### config.mk
export PLATFORM = sky130hd
export DESIGN_NAME = byte_ring_channel
export DESIGN_NICKNAME = d
export VERILOG_FILES = /design/src/sv/brc_pkg.sv /design/src/sv/byte_ring_channel.sv
export SDC_FILE = /design/constraint.sdc
export NUM_CORES = 2
export LEC_CHECK = 0
export ABC_CLOCK_PERIOD_IN_PS = 10800
export BUFFER_PORTS_ARGS = -buffer_cell sky130_fd_sc_hd__buf_2
export CAP_MARGIN = 20
export CORE_MARGIN = 4
export CORE_UTILIZATION = 63
export CTS_CLUSTER_SIZE = 25
export DETAILED_ROUTE_END_ITERATION = 8
export MAX_ROUTING_LAYER = met4
export PLACE_DENSITY = 0.83
export SYNTH_ARGS = -nofsm -noshare
export SYNTH_HDL_FRONTEND = slang
export SYNTH_SLANG_ARGS = --single-unit
### constraint.sdc
create_clock -name clk_i -period 10.8 [get_ports clk_i]
set_input_delay 0.54 -clock clk_i [delete_from_list [all_inputs] [get_ports clk_i]]
set_output_delay 0.54 -clock clk_i [all_outputs]
set_load 0.005 [all_outputs]
### src/sv/brc_pkg.sv
`default_nettype none

package brc_pkg;

  // Field widths of the item and result formats.
  localparam int unsigned OP_W     = 2;
  localparam int unsigned LEN_W    = 4;
  localparam int unsigned DATA_W   = 64;
  localparam int unsigned CFG_W    = 9;
  localparam int unsigned HELD_W   = 9;
  localparam int unsigned STAT_W   = 2;

  // Packed stream payloads, padded to whole bytes.
  localparam int unsigned S_TDATA_W = 72;
  localparam int unsigned M_TDATA_W = 80;

  typedef enum logic [OP_W-1:0] {
    OP_WRITE = 2'd0,
    OP_READ  = 2'd1,
    OP_CLOSE = 2'd2
  } op_e;

  typedef enum logic [STAT_W-1:0] {
    ST_DONE  = 2'd0,
    ST_FULL  = 2'd1,
    ST_EMPTY = 2'd2
  } status_e;

  typedef enum logic [2:0] {
    S_IDLE,
    S_CALC,
    S_WRITE,
    S_READ,
    S_DONE
  } state_e;

endpackage

`default_nettype wire

### src/sv/byte_ring_channel.sv
`default_nettype none

// Circular byte channel over a ring of size_in_use byte slots held in a
// single-port byte memory. A write item offers up to eight bytes and a read
// item asks for up to eight; each grant is clamped to the free space or the
// bytes held and to the run left before the end of the ring, and the granted
// count comes back in the result. A full ring on write or an empty ring on
// read gives a blocked status with a count of zero, and software retries. A
// close item sets a closed mark, and every result reports whether the ring is
// empty and closed. The sequencer moves one byte per cycle through the
// memory port. After the input transfer an item passes the grant state,
// the byte loop for any granted bytes and the done state, which loads the
// result into the output register once it is free. The input side is
// ready only while no item is at work; a finished result waits in the
// output register, so the next item may be taken before it is collected.
// Writing size_in_use empties the ring and keeps the closed mark. The byte
// memory has no reset and needs no clearing pass, as only written slots are
// ever read.
module byte_ring_channel #(
  parameter int unsigned DEPTH     = 256,
  parameter int unsigned MAX_CHUNK = 8
) (
  input  wire                             clk_i,
  input  wire                             rst_ni,
  // Configuration write channel: size_in_use.
  input  wire                             cfg_valid_i,
  output logic                            cfg_ready_o,
  input  wire  [brc_pkg::CFG_W-1:0]       cfg_data_i,
  // Item stream.
  input  wire                             s_axis_tvalid,
  output logic                            s_axis_tready,
  // From bit 0: request_length[3:0], write_data[67:4], zeros[71:68].
  input  wire  [brc_pkg::S_TDATA_W-1:0]   s_axis_tdata,
  // From bit 0: operation[1:0].
  input  wire  [brc_pkg::OP_W-1:0]        s_axis_tuser,
  // Result stream.
  output logic                            m_axis_tvalid,
  input  wire                             m_axis_tready,
  // From bit 0: granted_count[3:0], read_data[67:4], bytes_held[76:68],
  // drained_and_closed[77], zeros[79:78].
  output logic [brc_pkg::M_TDATA_W-1:0]   m_axis_tdata,
  // From bit 0: status[1:0].
  output logic [brc_pkg::STAT_W-1:0]      m_axis_tuser
);

  import brc_pkg::*;

  // Index width of the byte memory, and a count width that holds DEPTH and
  // any configured size alike.
  localparam int unsigned IW  = (DEPTH > 1) ? $clog2(DEPTH) : 1;
  localparam int unsigned DW  = $clog2(DEPTH + 1);
  localparam int unsigned CW  = (DW > CFG_W) ? DW : CFG_W;
  localparam logic [CW-1:0] DEPTH_C = CW'(DEPTH);
  localparam logic [LEN_W-1:0] CHUNK_C = LEN_W'(MAX_CHUNK);

  // Control state.
  state_e            state_q, state_d;
  logic [CW-1:0]     size_q, size_d;
  logic [CW-1:0]     free_q, free_d;
  logic [IW-1:0]     ridx_q, ridx_d;
  logic [IW-1:0]     widx_q, widx_d;
  logic              closed_q, closed_d;
  logic              m_valid_q, m_valid_d;
  logic [LEN_W-1:0]  cnt_q, cnt_d;
  logic              pend_q, pend_d;

  // Item and working payload.
  logic [OP_W-1:0]   op_q, op_d;
  logic [LEN_W-1:0]  req_q, req_d;
  logic [DATA_W-1:0] wdata_q, wdata_d;
  logic [DATA_W-1:0] rdata_q, rdata_d;
  logic [LEN_W-1:0]  gnt_q, gnt_d;
  logic [IW-1:0]     base_q, base_d;
  status_e           stat_q, stat_d;
  logic [2:0]        pos_q, pos_d;

  // Result register.
  logic [M_TDATA_W-1:0] m_data_q, m_data_d;
  logic [STAT_W-1:0]    m_user_q, m_user_d;

  // Byte memory port.
  logic [7:0]        mem [DEPTH];
  logic [IW-1:0]     mem_addr;
  logic              mem_we;
  logic [7:0]        mem_wdata;
  logic [7:0]        mem_rdata_q;

  // Sequencer working values.
  logic              cfg_fire;
  logic              in_fire;
  logic [CW-1:0]     cfg_ext;
  logic [CW-1:0]     cfg_size;
  logic [LEN_W-1:0]  req_clamped;
  logic [IW-1:0]     widx_eff;
  logic [IW-1:0]     ridx_eff;
  logic [CW-1:0]     lim_a;
  logic [CW-1:0]     lim_b;
  logic [CW-1:0]     gnt_wide;
  logic [CW-1:0]     idx_next;
  logic [CW-1:0]     held;
  logic              issue;

  assign cfg_ready_o   = 1'b1;
  assign s_axis_tready = (state_q == S_IDLE);
  assign m_axis_tvalid = m_valid_q;
  assign m_axis_tdata  = m_data_q;
  assign m_axis_tuser  = m_user_q;

  assign cfg_fire = cfg_valid_i && cfg_ready_o;
  assign in_fire  = s_axis_tvalid && s_axis_tready;

  // A size of zero is taken as one, and any size beyond the memory as DEPTH.
  assign cfg_ext  = CW'(cfg_data_i);
  assign cfg_size = (cfg_ext == '0) ? CW'(1) :
                    ((cfg_ext > DEPTH_C) ? DEPTH_C : cfg_ext);

  assign req_clamped = (req_q > CHUNK_C) ? CHUNK_C : req_q;
  assign widx_eff    = (CW'(widx_q) >= size_q) ? '0 : widx_q;
  assign ridx_eff    = (CW'(ridx_q) >= size_q) ? '0 : ridx_q;

  // Bytes held after the item, for the result.
  assign held = (free_q <= size_q) ? (size_q - free_q) : '0;

  always_comb begin
    state_d   = state_q;
    size_d    = size_q;
    free_d    = free_q;
    ridx_d    = ridx_q;
    widx_d    = widx_q;
    closed_d  = closed_q;
    m_valid_d = m_valid_q;
    cnt_d     = cnt_q;
    pend_d    = pend_q;
    op_d      = op_q;
    req_d     = req_q;
    wdata_d   = wdata_q;
    rdata_d   = rdata_q;
    gnt_d     = gnt_q;
    base_d    = base_q;
    stat_d    = stat_q;
    pos_d     = pos_q;
    m_data_d  = m_data_q;
    m_user_d  = m_user_q;
    mem_addr  = base_q + IW'(cnt_q);
    mem_we    = 1'b0;
    mem_wdata = wdata_q[{cnt_q[2:0], 3'b000} +: 8];
    lim_a     = '0;
    lim_b     = '0;
    gnt_wide  = '0;
    idx_next  = '0;
    issue     = 1'b0;

    if (m_valid_q && m_axis_tready) begin
      m_valid_d = 1'b0;
    end

    unique case (state_q)
      S_IDLE: begin
        if (in_fire) begin
          op_d    = s_axis_tuser;
          req_d   = s_axis_tdata[LEN_W-1:0];
          wdata_d = s_axis_tdata[LEN_W +: DATA_W];
          rdata_d = '0;
          gnt_d   = '0;
          cnt_d   = '0;
          pend_d  = 1'b0;
          stat_d  = ST_DONE;
          state_d = S_CALC;
        end
      end

      S_CALC: begin
        // Grant the request and commit the new indices at once; the byte
        // loop that follows only moves data through the memory port.
        state_d = S_DONE;
        unique case (op_q)
          OP_WRITE: begin
            if (free_q == '0) begin
              stat_d = ST_FULL;
            end else begin
              lim_a    = (CW'(req_clamped) < free_q) ? CW'(req_clamped) : free_q;
              lim_b    = size_q - CW'(widx_eff);
              gnt_wide = (lim_a < lim_b) ? lim_a : lim_b;
              idx_next = CW'(widx_eff) + gnt_wide;
              gnt_d    = gnt_wide[LEN_W-1:0];
              base_d   = widx_eff;
              free_d   = free_q - gnt_wide;
              widx_d   = (idx_next >= size_q) ? '0 : idx_next[IW-1:0];
              if (gnt_wide != '0) begin
                state_d = S_WRITE;
              end
            end
          end
          OP_READ: begin
            if (free_q >= size_q) begin
              stat_d = ST_EMPTY;
            end else begin
              lim_a    = size_q - free_q;
              lim_a    = (CW'(req_clamped) < lim_a) ? CW'(req_clamped) : lim_a;
              lim_b    = size_q - CW'(ridx_eff);
              gnt_wide = (lim_a < lim_b) ? lim_a : lim_b;
              idx_next = CW'(ridx_eff) + gnt_wide;
              gnt_d    = gnt_wide[LEN_W-1:0];
              base_d   = ridx_eff;
              free_d   = free_q + gnt_wide;
              ridx_d   = (idx_next >= size_q) ? '0 : idx_next[IW-1:0];
              if (gnt_wide != '0) begin
                state_d = S_READ;
              end
            end
          end
          OP_CLOSE: begin
            closed_d = 1'b1;
          end
          default: begin
          end
        endcase
      end

      S_WRITE: begin
        mem_we = 1'b1;
        cnt_d  = cnt_q + LEN_W'(1);
        if (cnt_q + LEN_W'(1) == gnt_q) begin
          state_d = S_DONE;
        end
      end

      S_READ: begin
        // Reads are issued one byte a cycle; each byte lands in the next cycle.
        issue = (cnt_q < gnt_q);
        if (issue) begin
          cnt_d = cnt_q + LEN_W'(1);
          pos_d = cnt_q[2:0];
        end
        pend_d = issue;
        if (pend_q) begin
          rdata_d[{pos_q, 3'b000} +: 8] = mem_rdata_q;
        end
        if (!issue && !pend_q) begin
          state_d = S_DONE;
        end
      end

      S_DONE: begin
        if (!m_valid_q || m_axis_tready) begin
          m_valid_d = 1'b1;
          m_data_d  = {2'b00,
                       (closed_q && (held == '0)),
                       held[HELD_W-1:0],
                       rdata_q,
                       gnt_q};
          m_user_d  = stat_q;
          state_d   = S_IDLE;
        end
      end

      default: begin
        state_d = S_IDLE;
      end
    endcase

    // Size write empties ring; user must send it only while idle (unchecked).
    if (cfg_fire) begin
      size_d = cfg_size;
      free_d = cfg_size;
      ridx_d = '0;
      widx_d = '0;
    end
  end

  always_ff @(posedge clk_i or negedge rst_ni) begin
    if (!rst_ni) begin
      state_q   <= S_IDLE;
      size_q    <= DEPTH_C;
      free_q    <= DEPTH_C;
      ridx_q    <= '0;
      widx_q    <= '0;
      closed_q  <= 1'b0;
      m_valid_q <= 1'b0;
      cnt_q     <= '0;
      pend_q    <= 1'b0;
    end else begin
      state_q   <= state_d;
      size_q    <= size_d;
      free_q    <= free_d;
      ridx_q    <= ridx_d;
      widx_q    <= widx_d;
      closed_q  <= closed_d;
      m_valid_q <= m_valid_d;
      cnt_q     <= cnt_d;
      pend_q    <= pend_d;
    end
  end

  always_ff @(posedge clk_i) begin
    op_q     <= op_d;
    req_q    <= req_d;
    wdata_q  <= wdata_d;
    rdata_q  <= rdata_d;
    gnt_q    <= gnt_d;
    base_q   <= base_d;
    stat_q   <= stat_d;
    pos_q    <= pos_d;
    m_data_q <= m_data_d;
    m_user_q <= m_user_d;
  end

  // Single-port byte memory with registered read data.
  always_ff @(posedge clk_i) begin
    if (mem_we) begin
      mem[mem_addr] <= mem_wdata;
    end
    mem_rdata_q <= mem[mem_addr];
  end

endmodule

`default_nettype wire

==> reports/results.ini <==
[outcome]
status=complete, no violations

[clocking]
cts_buffer_depth=3
cts_made_buffers=216
ctsResizeCount=0
h-tree-depth=4
cts.root.buffer_cell=clkbuf_16
post_cts_buffers=0
insertion_delay_ps=870
cts_tree=yes
path_clk_slew_ps=70
cts_sinks=2331

[floorplan]
coreArea_mm2=0.1480
die_h_um=394.3
io_pins=173
floorplan.initialDensity_pct=63.53
dieArea_mm2=0.1555
die_w_um=394.3
num_rows=141

[grt]
overflow=0
grt_pass1_vias=50510
globalRouteTotalUtil_pct=33.64
grt_max_degree=169
antenna_found_initial=12
grt_pass1_wl_mm=364.3

[logic_synthesis]
synth.yosys.warnings=0
async_flop_share_pct=1.888
synth_cell_types=70
ys_ff_latch=2331
synth-main-ff-cell=edfxtp_1
syn_avg_cell_area_um2=20.76
synth-edff-count=2279
synth-seq-area-share_pct=74.12
synth_area_mm2=0.09403
netlist_instances=4530

[route]
drt-total-wl_mm=255.6
antenna_left=0
drt-initial-drc-count=8210
wl_per_cell_um=36.66
vias_per_cell=7.137
dr_total_vias=49756
first_pass_iters=8
remaining_drc_errors=0

[critical_path]
crit_family=compound AO/OA/AOI/OAI gates
r2r-end=ridx_q[3]$_DFFE_PN0P_
required_ps=11570
worst_path_largest_cell_delay_ps=770
timing.rr.start=size_q[1]$_DFFE_PN0P_
critPathKind=flop to flop
critPathLaunchType=flop
critPathSlowestCell=a211oi_1
rrSetupSlack_ps=1000
ff2ff_path_depth=39
path_buf_inv=5
endpoint_kind=flop
crit_fanout=9
arrival_ps=10570

[placement]
gp_congestion=0.8936
numPortBuffers=165
dp_hpwl_mm=130.6

[sta]
fmax_mhz=102.0
finalSetupTns_ps=0
finalSetupViolCount=0
slew_headroom_pct=16.68
rsz0062_at_grt=no
clock_skew_ps=53.81
finalCritPeriodShare_pct=90.76
tightest_slew_ps=1250
whs_ps=82.22
period_needed_ps=9802
finalHoldViolCount=0
slew_viol_final=0

[power]
max-vdd-ir-drop_uv=251.4
powerDensity_mw_per_mm2=250.0
p_total_w=0.02626
p_leak_nw=34.20

[worst_hold_path]
hold_path.class=input pin to asynchronous set/reset pin

[run]
maxCapViolCount=0

[layout]
area_delta_synth_final_pct=11.70
fill_cells=7867
layout_common_cells=edfxtp_1 (2,279), mux4_2 (696), nor2_1 (336), clkbuf_16 (216), buf_2 (165)
drive_gt1_share_pct=25.50
final_nets=5050
layout_commonest_cell=edfxtp_1

## power breakdown
part / internal, W / switching (W)
registers: 0.0112 / 0.000211
clock network: 0.00411 / 0.00350
logic: 0.00275 / 0.00444
## registers in the layout, indices dropped and copies added, names as in the netlist
name and flops:
m_axis_tuser 2, rdata_q 64, op_q 2, size_q 9
m_axis_tdata 78, free_q 9, m_axis_tvalid 1, closed_q 1
mem_rdata_q 8, cnt_q 4, widx_q 8, req_q 4
base_q 8, state_q 3, pend_q 1, gnt_q 4
mem 2048, wdata_q 64, stat_q 2, pos_q 3
ridx_q 8
## cell type report
| cell class | count | area, µm² | share of cell area, % |
|---|---|---|---|
| diodes | 23 | 57.56 | 0.05480 |
| clock buffers | 267 | 5667 | 5.395 |
| clock inverters | 139 | 1246 | 1.186 |
| inverters | 91 | 341.6 | 0.3252 |
| multi-input cells | 1886 | 23280 | 22.16 |
| flip-flops and latches | 2331 | 69700 | 66.36 |
| well taps | 1930 | 2415 | 2.299 |
| repair buffers | 305 | 2330 | 2.218 |
## cells in the mapped netlist (6+ instances only)
cell type	number	area [µm²]
buf_1	18	67.56
nor2b_1	27	168.9
o21bai_1	9	67.56
mux2_2	12	135.1
dfxtp_1	8	160.2
nand3_1	66	330.3
and2_1	12	75.07
nand2_1	135	506.7
nand4_1	7	43.79
xor2_1	21	183.9
nand2b_1	15	93.84
a31oi_1	6	37.54
a22o_1	7	61.31
buf_4	8	60.06
mux2i_1	42	420.4
a21o_1	41	307.8
a211oi_1	10	75.07
o21ai_0	76	380.4
inv_1	91	341.6
nor3_1	17	85.08
mux4_2	696	15680
ha_1	124	1551
nor2_1	336	1261
buf_2	58	290.3
edfxtp_1	2279	68440
nor4_1	6	37.54
dfrtp_1	42	1051
clkbuf_1	144	540.5
fa_1	7	140.1
xnor2_1	31	271.5
a21oi_1	101	505.5
## per-layer routing
layer	vias up	track usage, %	part of all wire (%)
met4	0	14.97	5.8
li1	19247	-	-
met1	25582	42.60	32
met3	845	7.180	11
met2	4082	53.48	50
met5	-	-	0
## how the worst max path moves through the flow
stage / slack [ps] / from / cells after the start / to
finish: 1000 / size_q[1]$_DFFE_PN0P_ / 39 / ridx_q[3]$_DFFE_PN0P_
global route: 410 / size_q[1]$_DFFE_PN0P_ / 38 / ridx_q[3]$_DFFE_PN0P_
CTS: 1280 / size_q[1]$_DFFE_PN0P_ / 38 / ridx_q[3]$_DFFE_PN0P_
detailed placement: 1360 / size_q[1]$_DFFE_PN0P_ / 38 / ridx_q[0]$_DFFE_PN0P_
global placement: 1640 / size_q[1]$_DFFE_PN0P_ / 37 / ridx_q[0]$_DFFE_PN0P_
floorplan: 2910 / size_q[1]$_DFFE_PN0P_ / 40 / ridx_q[0]$_DFFE_PN0P_
## timing repair
action | CTS | global route
setup endpoints to repair | 0 | 0
endpoints found under the hold margin | 126 | 0
hold buffers | 80 | 0
## per-stage QoR
| stage | worst slack, ps | instance area (µm²) | util, % | instances |
|---|---|---|---|---|
| 4_1_cts | 1276 | 104700 | 70.75 | 6938 |
| 5_1_grt | 410.9 | 105000 | 70.95 | 6967 |
| 3_5_place_dp | 1362 | 97000 | 65.53 | 6452 |
| 3_3_place_gp | 1639 | 96980 | 65.52 | 6451 |
| 2_1_floorplan | 2915 | 94070 | - | 4541 |
| 6_report | 998.0 | 105000 | 70.96 | 6972 |
## worst reg2reg max path: cells and delay by family (launching register included)
family / cells / cell delay (ps)
AO/OA/AOI/OAI: 20 / 5110
XOR/XNOR: 2 / 620
adder cells (fa/ha/maj): 5 / 1490
buffers and inverters: 5 / 820
flip-flops: 1 / 480
AND/OR/NAND/NOR: 7 / 1190
## cells by family after synthesis
logic type,count (synthesis),synth area share [%]
AOI/OAI and AO/OA,289,1.872
xor gates and xnor gates,53,0.5016
adders and majority gates,131,1.799
buffers and inverters,324,1.436
DFF,2331,74.12
muxes,750,17.26
other,2,0.007987
and+or+nand+nor,650,3.001
Note: power is estimated with default switching activity, not from simulation.
